**src/lkrc_pkg.sv**
```systemverilog
// ----------------------------------------------------------------------------
// lkrc_pkg
// Shared types and constants of the keyed result cache: the key, the command
// broadcast along the row of cells, the request codes.
// ----------------------------------------------------------------------------
package lkrc_pkg;

	localparam int DEF_ENTRIES = 16;

	localparam logic [4:0]  CAP_RESET = 5'd16;
	localparam logic [31:0] CNT_MAX   = 32'hFFFF_FFFF;

	localparam logic [1:0] MODE_FIND   = 2'd0;
	localparam logic [1:0] MODE_INSERT = 2'd1;
	localparam logic [1:0] MODE_INVAL  = 2'd2;
	localparam logic [1:0] MODE_CLEAR  = 2'd3;

	typedef struct packed {
		logic [63:0] content;
		logic [15:0] face;
		logic [15:0] size;
		logic [6:0]  level;
		logic [7:0]  script;
		logic [31:0] language;
	} key_t;

	typedef enum logic [2:0] {
		OP_HOLD,
		OP_LOOK,
		OP_APPLY,
		OP_CLEAR,
		OP_INVAL
	} cell_op_t;

	typedef struct packed {
		cell_op_t    op;
		key_t        key;
		logic [31:0] value;
		logic        touch_en;
		logic        write_key;
		logic        write_data;
		logic        all_inc;
		logic        hit_any;
		logic        evict;
		logic        drop;
	} cell_cmd_t;

	typedef struct packed {
		logic        hit;
		logic        inval_hit;
		logic [31:0] data;
	} cell_stat_t;

endpackage

```
**src/lkrc_cell.sv**
```systemverilog
// ----------------------------------------------------------------------------
// lkrc_cell
// One cache slot: key, value, valid bit and recency rank. Compares its key
// against the broadcast key and updates its rank from the broadcast command.
// ----------------------------------------------------------------------------
module lkrc_cell import lkrc_pkg::*; #(
	parameter int RW = 4
) (
	input  logic          clk,
	input  logic          arst_n,
	input  cell_cmd_t     cmd,
	input  logic [RW-1:0] pivot,
	input  logic          free_in,
	output logic          free_out,
	output cell_stat_t    stat,
	output logic [RW-1:0] hit_rank
);

	key_t          key_q;
	logic [31:0]   data_q;
	logic [RW-1:0] rank_q;
	logic          valid_q;
	logic          sel_q;

	logic hit;
	logic lang_eq;

	assign hit      = valid_q && (key_q == cmd.key);
	assign lang_eq  = key_q.language == cmd.key.language;
	assign free_out = free_in || !valid_q;

	assign stat.hit       = hit;
	assign stat.inval_hit = valid_q && lang_eq && (rank_q == pivot);
	assign stat.data      = hit ? data_q : 32'd0;
	assign hit_rank       = hit ? rank_q : '0;

	always_ff @(posedge clk or negedge arst_n) begin
		if (!arst_n) begin
			valid_q <= 1'b0;
		end else begin
			case (cmd.op)
				OP_LOOK: begin
					// pick the target slot: the hit, else the LRU victim, else first free
					if (cmd.hit_any) begin
						sel_q <= hit;
					end else if (cmd.evict) begin
						sel_q <= valid_q && (rank_q == pivot);
					end else begin
						sel_q <= !valid_q && !free_in;
					end
				end
				OP_APPLY: begin
					if (cmd.touch_en) begin
						if (sel_q) begin
							rank_q  <= '0;
							valid_q <= 1'b1;
							if (cmd.write_key) begin
								key_q <= cmd.key;
							end
							if (cmd.write_data) begin
								data_q <= cmd.value;
							end
						end else if (valid_q && (cmd.all_inc || rank_q < pivot)) begin
							rank_q <= rank_q + RW'(1);
						end
					end
				end
				OP_INVAL: begin
					// drop at this rank, close the gap above it
					if (stat.inval_hit) begin
						valid_q <= 1'b0;
					end else if (valid_q && cmd.drop && rank_q > pivot) begin
						rank_q <= rank_q - RW'(1);
					end
				end
				OP_CLEAR: begin
					valid_q <= 1'b0;
				end
				default: begin
				end
			endcase
		end
	end

endmodule

```
**config.mk**
```make
export PLATFORM = sky130hd
export DESIGN_NAME = lkrc_cell
export DESIGN_NICKNAME = d
export VERILOG_FILES = /design/src/lkrc_pkg.sv /design/src/lkrc_cell.sv
export SDC_FILE = /design/constraint.sdc
export NUM_CORES = 1
export LEC_CHECK = 0
export BUFFER_PORTS_ARGS = -buffer_cell sky130_fd_sc_hd__clkbuf_2
export CORE_AREA = 2 2 136 138
export DETAILED_ROUTE_END_ITERATION = 8
export DIE_AREA = 0 0 138 140
export PLACE_DENSITY = 0.7
export SLEW_MARGIN = 20
export SYNTH_ARGS = -nofsm -noshare
export SYNTH_HDL_FRONTEND = slang
export SYNTH_SLANG_ARGS = --single-unit
```
**constraint.sdc**
```tcl
create_clock -name clk -period 5.6 [get_ports clk]
set_input_delay 0.56 -clock clk [delete_from_list [all_inputs] [get_ports clk]]
set_output_delay 0.56 -clock clk [all_outputs]
set_load 0.02 [all_outputs]
```
* After elaboration in Yosys (flattened, before gate mapping) *
Index checks and enable logic that the tools add are counted.
Widths: inputs -> output; s select.

cells by class
  add/subtract/negate cells = 2
  magnitude comparators = 2
  equal/unequal tests = 13
  muxes and demuxes = 14
  reduce and logical (&&, ||, !) cells = 19

operators by type and width
  kind                 number
  $eq 143x143->1       1
  $eq 32x32->1         1
  $mux 32              1
  $mux 4               6
  $ne 2x2->1 const B   5
  $reduce_and 5->1     2
  $logic_and 1x1->1    8
  $pmux 4 s2           1
  $eq 3x2->1 const B   2
  $reduce_and 6->1     1
  $mux 1               5
  $add 4x1->4 const B  1
  $eq 4x4->1           1
  $gt 4x4->1           1
  $lt 4x4->1           1
  $reduce_and 4->1     1
  $sub 4x1->4 const B  1
  $eq 3x1->1 const B   1
  $eq 3x3->1 const B   1
  $ne 3x3->1 const B   1
  $pmux 1 s3           1
  $reduce_bool 3->1    1
  $logic_not 1->1      2
  $logic_or 1x1->1     2
  other kinds (2)      2

word-level totals
  bits in registers = 181
  input bits = 192
  output and inout port bits = 39

* Logic depth before layout (Yosys ltp) *
Gate-level depths: netlist (run 1).

  depth after elaboration = 7
  mapped depth = 8

* Worst setup path after synthesis (run 1) *
No wires, ideal clock.

  kind = input-to-reg
  start = input port cmd[183] in the netlist's numbering
  end = register key_q[0] in the netlist's numbering, enable pin
  library setup time = 519 ps
  data arrival time = 4361 ps
  required time = 5081 ps
  setup slack = 720 ps
  cell stages on the path = 5
  cells stage by stage = nor2b_1 -> nand2_1 -> nor2_1 -> and3_1 -> and2_1

on the way
  cells in the longest elaborated chain, start to end = 2

ends and longest elaborated chain
  item                        line             RTL
  from (decl)                 lkrc_cell.sv:11  input cell_cmd_t cmd,
  $eq 3x2->1                  lkrc_cell.sv:41  case (cmd.op)
  $reduce_and 5->1 (no line)  -
  to (signal assigned)        lkrc_cell.sv:58  key_q <= cmd.key;
  to (decl)                   lkrc_cell.sv:19  key_t key_q;

No other way between the ends.
A chain may end at the register's enable or synchronous reset.

* Worst setup path in the final report (run 1) *
  start = register key_q[126] in the netlist's numbering
  end = output port hit_rank[1]

on the way
  cells in the longest elaborated chain, start to end = 3

ends and longest elaborated chain
  item               line             RTL
  $eq 143x143->1     lkrc_cell.sv:28  assign hit = valid_q && (key_q == cmd.key);
  $logic_and 1x1->1  lkrc_cell.sv:28
  $mux 4             lkrc_cell.sv:35  assign hit_rank = hit ? rank_q : '0;
  to (decl)          lkrc_cell.sv:16  output logic [RW-1:0] hit_rank

No other way between the ends.

==> impl_metrics.env, run 1 <==
export IMPL_grt_pass1_wl_mm=27.8
export IMPL_antenna_found_initial=0
export IMPL_fillers=1460
export IMPL_diodes=0
export IMPL_drt_iter0_markers=315
export IMPL_grt_util_met1_pct=23.0
export IMPL_rsz0062_at_grt="false"
export IMPL_skew_ns=0.00956
export IMPL_hpwlAfterDp_mm=13.4
export IMPL_grt_pass1_vias=5566
export IMPL_worstHoldStart="cmd[38]"
export IMPL_endpoint_kind="output port"
export IMPL_report_final_hold_viol_count=0
export IMPL_place_ws_ns=2.19
export IMPL_synth_seq_cells=181
export IMPL_seq_area_um2=5430
export IMPL_required_ns=5.04
export IMPL_die_h_um=140
export IMPL_finalMaxSlewViolations=0
export IMPL_cp_max_fo=38
export IMPL_grt_max_degree=81
export IMPL_async_flop_share_pct=0.552
export IMPL_multiInputGateArea_um2=2280
export IMPL_grt_busiest_layer="met2"
export IMPL_place_congestion=0.860
export IMPL_syn_to_final_growth_pct=25.5
export IMPL_fp_dieW_um=138
export IMPL_ys_flop_type="edfxtp_1"
export IMPL_ys_types=36
export IMPL_critical_path_cell_chain="xnor2_1 > nand4_1 > nor4_1 > nand4_1 > nor4_2 > buf_4 > and2_1 > clkbuf_2"
export IMPL_holdPathStages=1
export IMPL_viasPerCell=5.01
export IMPL_start_util_pct=44.3
export IMPL_finalSetupTns_ns=0
export IMPL_ctsResizeCount=0
export IMPL_fmax_mhz=287
export IMPL_globalRouteMet3Util_pct=5.20
export IMPL_reg2reg_depth=7
export IMPL_syn_avg_cell_area_um2=14.7
export IMPL_wl_mm=17.1
export IMPL_worstHoldEndpoint="data_q[31]"
export IMPL_r2r_start="key_q[126]"
export IMPL_io_pins=231
export IMPL_p_leak_nw=3.79
export IMPL_worstSetupPathType="register to output port"
export IMPL_max_clock_path_buffers=2
export IMPL_cp_common_cell="nand4_1"
export IMPL_r2r_setup_slack_ns=3.10
export IMPL_synth_edf_count=180
export IMPL_dr_pass1_iters=5
export IMPL_crit_buf_inv=2
export IMPL_synth_nets=734
export IMPL_yosysTopAreaCell="edfxtp_1"
export IMPL_synth_area_top_cells="edfxtp_1 69%, xnor2_1 8.9%, nor2b_1 3.3%"
export IMPL_cpMaxStageDelayCell="nor4_1"
export IMPL_numCtsBuffers=17
export IMPL_vias=5140
export IMPL_setup_viol=0
export IMPL_drc=0
export IMPL_arrival_ns=2.92
export IMPL_reg2reg_to="sel_q"
export IMPL_cts_tree="done"
export IMPL_ir_drop_mv=0.193
export IMPL_relSlewSlack_pct=42.1
export IMPL_status="completed"
export IMPL_die_area_um2=19300
export IMPL_fin_ws_ns=2.12
export IMPL_hold_class="input port to register"
export IMPL_fin_nets=982
export IMPL_synth_most_common_cell="edfxtp_1"
export IMPL_layout_min_cycle_time_ns=3.48
export IMPL_ant_nets=0
export IMPL_met2_usage_pct=29.3
export IMPL_cp_start_kind="register"
export IMPL_synthTopCellsByCount="180 x edfxtp_1, 80 x xnor2_1, 42 x nor2b_1"
export IMPL_io_buffers=230
export IMPL_grt_overflow=0
export IMPL_report_power_total_mw=2.80
export IMPL_cap_violations=0
export IMPL_synth_top_cell_area_share_pct=68.6
export IMPL_clock_insertion_delay_worst_skew_ns=0.41
export IMPL_rows=49
export IMPL_cts_htree_levels=4
export IMPL_finalCritPeriodShare_pct=62.2
export IMPL_crit_family="simple AND/OR/NAND/NOR gates"
export IMPL_slowest_delay_ns=0.54
export IMPL_synthCells=536
export IMPL_worst_slew_pin_slew_ns=0.868
export IMPL_power_density_nw_per_um2=283
export IMPL_ys_warn_count=0
export IMPL_cts_sinks=181
export IMPL_ys_seq_area_share_pct=68.9
export IMPL_core_area_um2=17800
export IMPL_globalRouteTotalUtil_pct=18.2
export IMPL_wire_per_inst_um=16.7
export IMPL_cts_root_buffer="clkbuf_16"
export IMPL_clk_pin_slew_ns=0.07
export IMPL_drive_gt1_share_pct=33.1
export IMPL_synth_area_um2=7880
[registers in the layout, summed over array words and instances, names as in the netlist]
name / flops
valid_q: 1
sel_q: 1
data_q: 32
key_q: 143
rank_q: 4
[metrics by stage]
| step | hold WS, ns | instance area [µm²] | instances | util (%) |
|---|---|---|---|---|
| after global placement | 0.360 | 9330 | 993 | 52.5 |
| after CTS | 0.292 | 9900 | 1026 | 55.7 |
| after floorplan | 0.264 | 7880 | 536 | - |
| after global routing | 0.295 | 9900 | 1026 | 55.7 |
| final | 0.319 | 9900 | 1026 | 55.7 |
| after detailed placement | 0.368 | 9330 | 993 | 52.5 |
[per-layer routing]
layer  part of all wire, %  wire [µm]  vias to the layer above
li1                      -          -                     2499
met1                    42       7230                     2422
met2                    49       8320                      194
met3                   6.6       1140                       25
met4                   2.5        433                        0
met5                     0          0                        -
[power breakdown]
group | internal, mW | leakage (nW) | switching, mW
sequential | 1.49 | 1.63 | 0.00363
clock | 0.619 | 0.262 | 0.513
combinational | 0.0907 | 1.90 | 0.0792
[cell usage in the layout (no fill, tap or decap), drive strengths merged, types with 2 or more instances in the layout]
cell type	netlist	final
o21a	2	2
edfxtp	180	180
ha	6	6
nand2b	13	13
nand2	9	9
inv	39	44
nor3	3	3
xor2	11	11
nand3	2	2
clkbuf	0	249
buf	5	3
o2111ai	4	4
nor2	5	5
o221ai	4	4
and2	38	38
clkinvlp	0	3
clkinv	0	4
xnor2	80	80
o2bb2ai	2	2
nor4	18	18
o21ai	6	6
a21oi	6	6
o22ai	10	10
o21bai	2	2
nor2b	42	42
nand4	22	22
and3	3	3
a2111o	14	14
[worst max-delay path by stage]
stage | slack [ns] | cells after the start | to | start
after floorplan | 0.72 | 5 | key_q[0] | cmd[183]
after detailed placement | 2.19 | 9 | hit_rank[1] | cmd[148]
after global routing | 1.82 | 8 | hit_rank[1] | key_q[103]
after global placement | 2.33 | 9 | stat[5] | cmd[50]
after CTS | 2.02 | 8 | hit_rank[1] | key_q[109]
final | 2.12 | 8 | hit_rank[1] | key_q[126]
[worst reg2reg max path: stages, from the launching register on]
cell and delay, ns:
edfxtp_1 0.39, xnor2_1 0.15, nand4_1 0.12, nor4_1 0.54
nand4_1 0.29, nor4_2 0.31, buf_4 0.33, mux2_2 0.24
[kinds of logic after synthesis]
| kind of cell | synth area share, % |
|---|---|
| buffers and inverters | 2.27 |
| AOI/OAI and AO/OA | 5.70 |
| muxes | 0.143 |
| adders and majority gates | 0.952 |
| and+or+nand+nor | 12.0 |
| xor gates and xnor gates | 10.1 |
| DFF | 68.9 |
[repair_timing]
action	in CTS	in global routing
endpoints found under the hold margin	1	0
setup endpoints to repair	0	0
hold buffers	1	0
buffers inserted	0	0
[area by class of cell]
cell class	instances	area share, %
inverter	39	1.48
timing repair buffer	234	12.1
clock inverter	13	1.21
clock buffer	19	4.37
tap	229	2.90
sequential	181	54.9
multi-input combinational	311	23.1
Power figures use the tool's default switching activity.
==> run 2: changes to the inputs <==
--- a/config.mk
+++ b/config.mk
@@ -9,7 +9,7 @@
 export CORE_AREA = 2 2 136 138
 export DETAILED_ROUTE_END_ITERATION = 8
 export DIE_AREA = 0 0 138 140
-export PLACE_DENSITY = 0.7
+export PLACE_DENSITY = 0.73
 export SLEW_MARGIN = 20
 export SYNTH_ARGS = -nofsm -noshare
 export SYNTH_HDL_FRONTEND = slang
==> constraint.sdc (replaced) <==
create_clock -name clk -period 3.1 [get_ports clk]
set_input_delay 0.31 -clock clk [delete_from_list [all_inputs] [get_ports clk]]
set_output_delay 0.31 -clock clk [all_outputs]
set_load 0.02 [all_outputs]
==> run 2 against run 1 <==
The run now ends with setup timing left; global-route usage fell by 0.11 points; die area unchanged; final cell count is 0.97% higher; utilization increased by 3.3 points; count of clock-buffer cells in the layout decreased by 2; worst setup slack got worse by 2.2 ns; worst hold slack got worse by 0.26 ns; critical endpoint is now stat[17]; routed wire length up 2.3%.
==> impl_metrics.env, run 2 (synthesis results as in run 1) <==
export IMPL_hpwlAfterDp_mm=13.1
export IMPL_required_ns=2.79
export IMPL_clock_insertion_delay_worst_skew_ns=0.42
export IMPL_wl_mm=17.5
export IMPL_fin_nets=993
export IMPL_dp_cells=997
export IMPL_cts_htree_levels=4
export IMPL_dr_pass1_iters=5
export IMPL_ant_nets=0
export IMPL_fp_dieW_um=138
export IMPL_report_final_hold_viol_count=0
export IMPL_p_sw_mw=1.05
export IMPL_antenna_found_initial=0
export IMPL_core_area_um2=17800
export IMPL_cts_sinks=181
export IMPL_cap_violations=0
export IMPL_numCtsBuffers=17
export IMPL_die_area_um2=19300
export IMPL_cp_max_fo=5
export IMPL_drt_iter0_markers=239
export IMPL_violations="setup timing"
export IMPL_grt_max_degree=48
export IMPL_globalRouteTotalUtil_pct=18.1
export IMPL_intPower_mw=3.96
export IMPL_regMostFlops="key_q"
export IMPL_wire_per_inst_um=16.9
export IMPL_cts_tree="done"
export IMPL_io_buffers=230
export IMPL_fin_cells=1036
export IMPL_cp_start_kind="register"
export IMPL_worst_slew_pin_slew_ns=0.438
export IMPL_layout_min_cycle_time_ns=3.15
export IMPL_p_leak_nw=4.01
export IMPL_vias=5148
export IMPL_power_density_nw_per_um2=478
export IMPL_die_h_um=140
export IMPL_fmax_mhz=318
export IMPL_fin_util_pct=58.9
export IMPL_endpoint_kind="output port"
export IMPL_finalMaxSlewViolations=0
export IMPL_grt_overflow=0
export IMPL_clk_pin_slew_ns=0.07
export IMPL_final_common_cell="clkbuf_2"
export IMPL_pwr_share_seq_pct=54.1
export IMPL_seq_area_um2=5430
export IMPL_worstSetupPathType="register to output port"
export IMPL_grt_pass1_vias=5243
export IMPL_fin_ws_ns=-0.0455
export IMPL_ir_drop_mv=0.388
export IMPL_setup_viol=36
export IMPL_p_comb_share_pct=6.2
export IMPL_fillers=1424
export IMPL_report_power_total_mw=5.01
export IMPL_relSlewSlack_pct=70.8
export IMPL_status="complete, but fails checks"
export IMPL_largest_reg_flops=143
export IMPL_netSwitchingFraction_pct=20.9
export IMPL_start_util_pct=44.3
export IMPL_rows=49
export IMPL_rsz0062_at_grt="true"
export IMPL_cts_root_buffer="clkbuf_16"
export IMPL_drive_gt1_share_pct=37.2
export IMPL_max_clock_path_buffers=2
export IMPL_arrival_ns=2.84
export IMPL_drc=0
export IMPL_grt_pass1_wl_mm=27.0
export IMPL_viasPerCell=4.97
export IMPL_reg_top3="key_q: 143 flops, data_q: 32 flops, rank_q: 4 flops"
export IMPL_finalCritPeriodShare_pct=101
export IMPL_multiInputGateArea_um2=2410
export IMPL_layout_common_cells="193 x clkbuf_2, 180 x edfxtp_1, 80 x xnor2_1, 41 x nor2b_1, 39 x inv_1"
export IMPL_clock_power_share_pct=39.7
export IMPL_io_pins=231
export IMPL_diodes=0
export IMPL_skew_ns=0.00593
export IMPL_syn_to_final_growth_pct=32.9
export IMPL_place_congestion=0.826
export IMPL_hold_class="input port to register"
run 2: cell types whose count changed in the layout (fill, tap and decap cells not counted), sizes merged:
cell	change
clkbuf	-2
buf	+11
inv	-2
clkinv	+5
clkinvlp	-2
run 2: cell type report:
class / instances / share of cell area, %
Sequential cell: 181 / 51.8
Multi-Input combinational cell: 311 / 23.0
Timing Repair Buffer: 245 / 15.9
Clock buffer: 17 / 4.06
Tap cell: 229 / 2.74
Inverter: 39 / 1.40
Clock inverter: 14 / 1.05
run 2: worst max-delay path, cell delays in order, from the launching register on:
cell and delay [ns]:
edfxtp_1 0.39, nor2b_1 0.15, a2111o_1 0.44, nor4_4 0.21, nand4_1 0.25, nor4_4 0.36, buf_6 0.19, clkbuf_16 0.15
and2_4 0.14, clkbuf_8 0.13
run 2: routing by layer:
layer	wire, µm	GRT usage, %	up-vias	share of wire [%]
met1	7570	22.8	2442	43
met4	286	6.23	0	1.6
li1	-	-	2515	-
met3	1130	5.06	18	6.4
met5	0	0	-	0
met2	8540	30.1	173	49
run 2: worst paths after layout:
check	from	end	slack, ns	depth (start not counted)
worst max-delay path	key_q[67]	stat[17]	-0.05	9
worst min-delay path	cmd[28]	data_q[21]	0.06	1
worst max register to register	key_q[67]	sel_q	0.61	9
worst min register to register	sel_q	rank_q[0]	0.73	1
max in group asynchronous	arst_n	valid_q	2.78	2
min in group asynchronous	arst_n	valid_q	0.21	2
run 2: per-stage QoR:
step	setup TNS (ns)	hold slack (ns)	area, µm²	worst slack [ns]
detailed placement	0	0.111	9360	0.197
global route	-6.55	0.0413	10500	-0.200
global placement	0	0.112	9360	0.266
finish	-0.941	0.0602	10500	-0.0455
CTS	-1.65	0.0439	10400	-0.0651
floorplan	0	0.0144	7890	0.0563
run 2: power groups by stage:
stage	combinational (mW)	clock (mW)	sequential, mW
6_report	0.312	1.99	2.71
5_1_grt	0.345	2.11	2.71
4_1_cts	0.313	2.02	2.71
3_5_place_dp	0.307	0	2.76
3_3_place_gp	0.300	0	2.76
2_1_floorplan	0.117	0	2.76
run 2: timing repair:
action	in CTS	in global routing
pin swaps	7	4
setup buffers	4	0
gates cloned	2	1
gates resized for setup	87	25
endpoints found under the hold margin	1	0
setup endpoints to repair	37	37
hold buffers	1	0
==> run 3: changes to the inputs <==
--- a/config.mk
+++ b/config.mk
@@ -9,7 +9,8 @@
 export CORE_AREA = 2 2 136 138
 export DETAILED_ROUTE_END_ITERATION = 8
 export DIE_AREA = 0 0 138 140
-export PLACE_DENSITY = 0.73
+export MAX_ROUTING_LAYER = met4
+export PLACE_DENSITY = 0.79
 export SLEW_MARGIN = 20
 export SYNTH_ARGS = -nofsm -noshare
 export SYNTH_HDL_FRONTEND = slang
==> run 3 against run 2 <==
Highest routed layer unchanged; critical endpoint is now stat[15]; count of clock-buffer cells in the layout grew 3; critical path type unchanged; worst hold slack got worse by 0.0019 ns; the run still ends with setup timing left; combinational power increased by 1%; via count is 3.1% higher; clock power up 6%; final cell count is 0.97% higher; die area stayed put.
==> impl_metrics.env, run 3 (synthesis results as in run 1) <==
export IMPL_relSlewSlack_pct=63.8
export IMPL_fin_ws_ns=-0.0457
export IMPL_ant_nets=0
export IMPL_grt_pass1_wl_mm=28.0
export IMPL_arrival_ns=2.84
export IMPL_cts_root_buffer="clkbuf_16"
export IMPL_hpwlAfterDp_mm=13.1
export IMPL_cp_max_fo=5
export IMPL_finalMaxSlewViolations=0
export IMPL_p_sw_mw=1.07
export IMPL_core_area_um2=17800
export IMPL_cts_sinks=181
export IMPL_layout_min_cycle_time_ns=3.15
export IMPL_holdWs_ns=0.0583
export IMPL_setup_viol=35
export IMPL_fillers=1382
export IMPL_intPower_mw=4.05
export IMPL_viasPerCell=5.08
export IMPL_cp_startpoint="key_q[67]"
export IMPL_fin_cells=1046
export IMPL_finalCritPeriodShare_pct=101
export IMPL_grt_max_degree=54
export IMPL_wire_per_inst_um=17.9
export IMPL_layout_common_cells="193 x clkbuf_2, 180 x edfxtp_1, 80 x xnor2_1, 41 x nor2b_1, 38 x inv_1"
export IMPL_netSwitchingFraction_pct=20.9
export IMPL_final_common_cell="clkbuf_2"
export IMPL_rsz0062_at_grt="true"
export IMPL_die_area_um2=19300
export IMPL_violations="setup timing"
export IMPL_numCtsBuffers=17
export IMPL_endpoint_kind="output port"
export IMPL_dr_pass1_iters=4
export IMPL_worstHoldStart="cmd[37]"
export IMPL_largest_reg_flops=143
export IMPL_worst_slew_pin_slew_ns=0.538
export IMPL_clock_power_share_pct=41.1
export IMPL_fp_dieW_um=138
export IMPL_r2r_start="key_q[67]"
export IMPL_io_buffers=230
export IMPL_cts_tree="done"
export IMPL_pwr_share_seq_pct=52.8
export IMPL_worstSetupPathType="register to output port"
export IMPL_fin_util_pct=59.8
export IMPL_antenna_found_initial=2
export IMPL_ir_drop_mv=0.414
export IMPL_fmax_mhz=318
export IMPL_skew_ns=0.00509
export IMPL_drive_gt1_share_pct=39.9
export IMPL_p_leak_nw=4.09
export IMPL_clock_insertion_delay_worst_skew_ns=0.42
export IMPL_report_power_total_mw=5.13
export IMPL_drt_iter0_markers=303
export IMPL_status="complete, but fails checks"
export IMPL_vias=5309
export IMPL_grt_overflow=0
export IMPL_dp_cells=999
export IMPL_fin_nets=1000
export IMPL_grt_pass1_vias=5457
export IMPL_clk_pin_slew_ns=0.07
export IMPL_power_density_nw_per_um2=482
export IMPL_max_clock_path_buffers=2
export IMPL_finalSetupTns_ns=-0.591
export IMPL_p_comb_share_pct=6.2
export IMPL_required_ns=2.79
export IMPL_reg_top3="key_q: 143 flops, data_q: 32 flops, rank_q: 4 flops"
export IMPL_wl_mm=18.7
export IMPL_drc=0
export IMPL_die_h_um=140
export IMPL_hold_class="input port to register"
export IMPL_regMostFlops="key_q"
export IMPL_report_final_hold_viol_count=0
export IMPL_start_util_pct=44.3
export IMPL_cp_start_kind="register"
export IMPL_cts_htree_levels=4
export IMPL_place_congestion=0.829
export IMPL_io_pins=231
export IMPL_syn_to_final_growth_pct=34.8
export IMPL_cap_violations=0
export IMPL_globalRouteTotalUtil_pct=19.1
export IMPL_rows=49
[run 3: repair_timing]
action,CTS,global route
endpoints found under the hold margin,1,0
setup buffers,3,2
hold buffers,1,0
pin swaps,6,5
resized for setup,50,104
endpoints found under the setup margin,37,37
cloned,1,6
[run 3: final timing paths]
kind                         endpoint  slack, ns  cells after the start
max in group asynchronous     valid_q       2.76                      2
min reg2reg                 rank_q[0]       0.72                      1
min                        data_q[30]       0.06                      1
max                          stat[15]      -0.05                     10
max reg2reg                     sel_q       0.51                     11
min in group asynchronous     valid_q       0.23                      2
[run 3: metrics by stage]
stage	area [µm²]	setup WS, ns
finish	10600	-0.0457
global route	10600	-0.196
CTS	10200	-0.00369
detailed placement	9390	0.193
global placement	9390	0.237
floorplan	7890	0.0563
[run 3: power groups by stage]
stage	clock network [mW]	logic, mW	registers, mW
floorplan	0	0.117	2.76
CTS	2.16	0.315	2.71
global route	2.22	0.353	2.71
global placement	0	0.298	2.76
finish	2.11	0.316	2.71
detailed placement	0	0.310	2.76
[run 3: area by class of cell]
type / instances / area [µm²] / area share (%)
repair buffers: 252 / 1740 / 16.4
clock buffers: 20 / 437 / 4.11
flip-flops and latches: 181 / 5430 / 51.1
diodes: 2 / 5.00 / 0.0471
clock inverters: 12 / 131 / 1.24
inverters: 39 / 146 / 1.38
multi-input cells: 311 / 2450 / 23.1
well taps: 229 / 287 / 2.70
[run 3: routing by layer]
metal | wire length [µm] | GRT usage (%) | vias up
li1 | - | - | 2538
met1 | 7650 | 24.1 | 2539
met2 | 9320 | 29.7 | 202
met3 | 1190 | 4.51 | 30
met4 | 543 | 8.54 | 0
met5 | 0 | - | -
[run 3: critical path, stage by stage (launching register included)]
cell and delay, ns:
edfxtp_1 0.37, nor2b_4 0.13, a2111o_1 0.30, nor4_2 0.29, buf_4 0.16, nand4_1 0.15, nor4_4 0.38, buf_6 0.20
buf_12 0.14, and2_1 0.14, buf_4 0.14
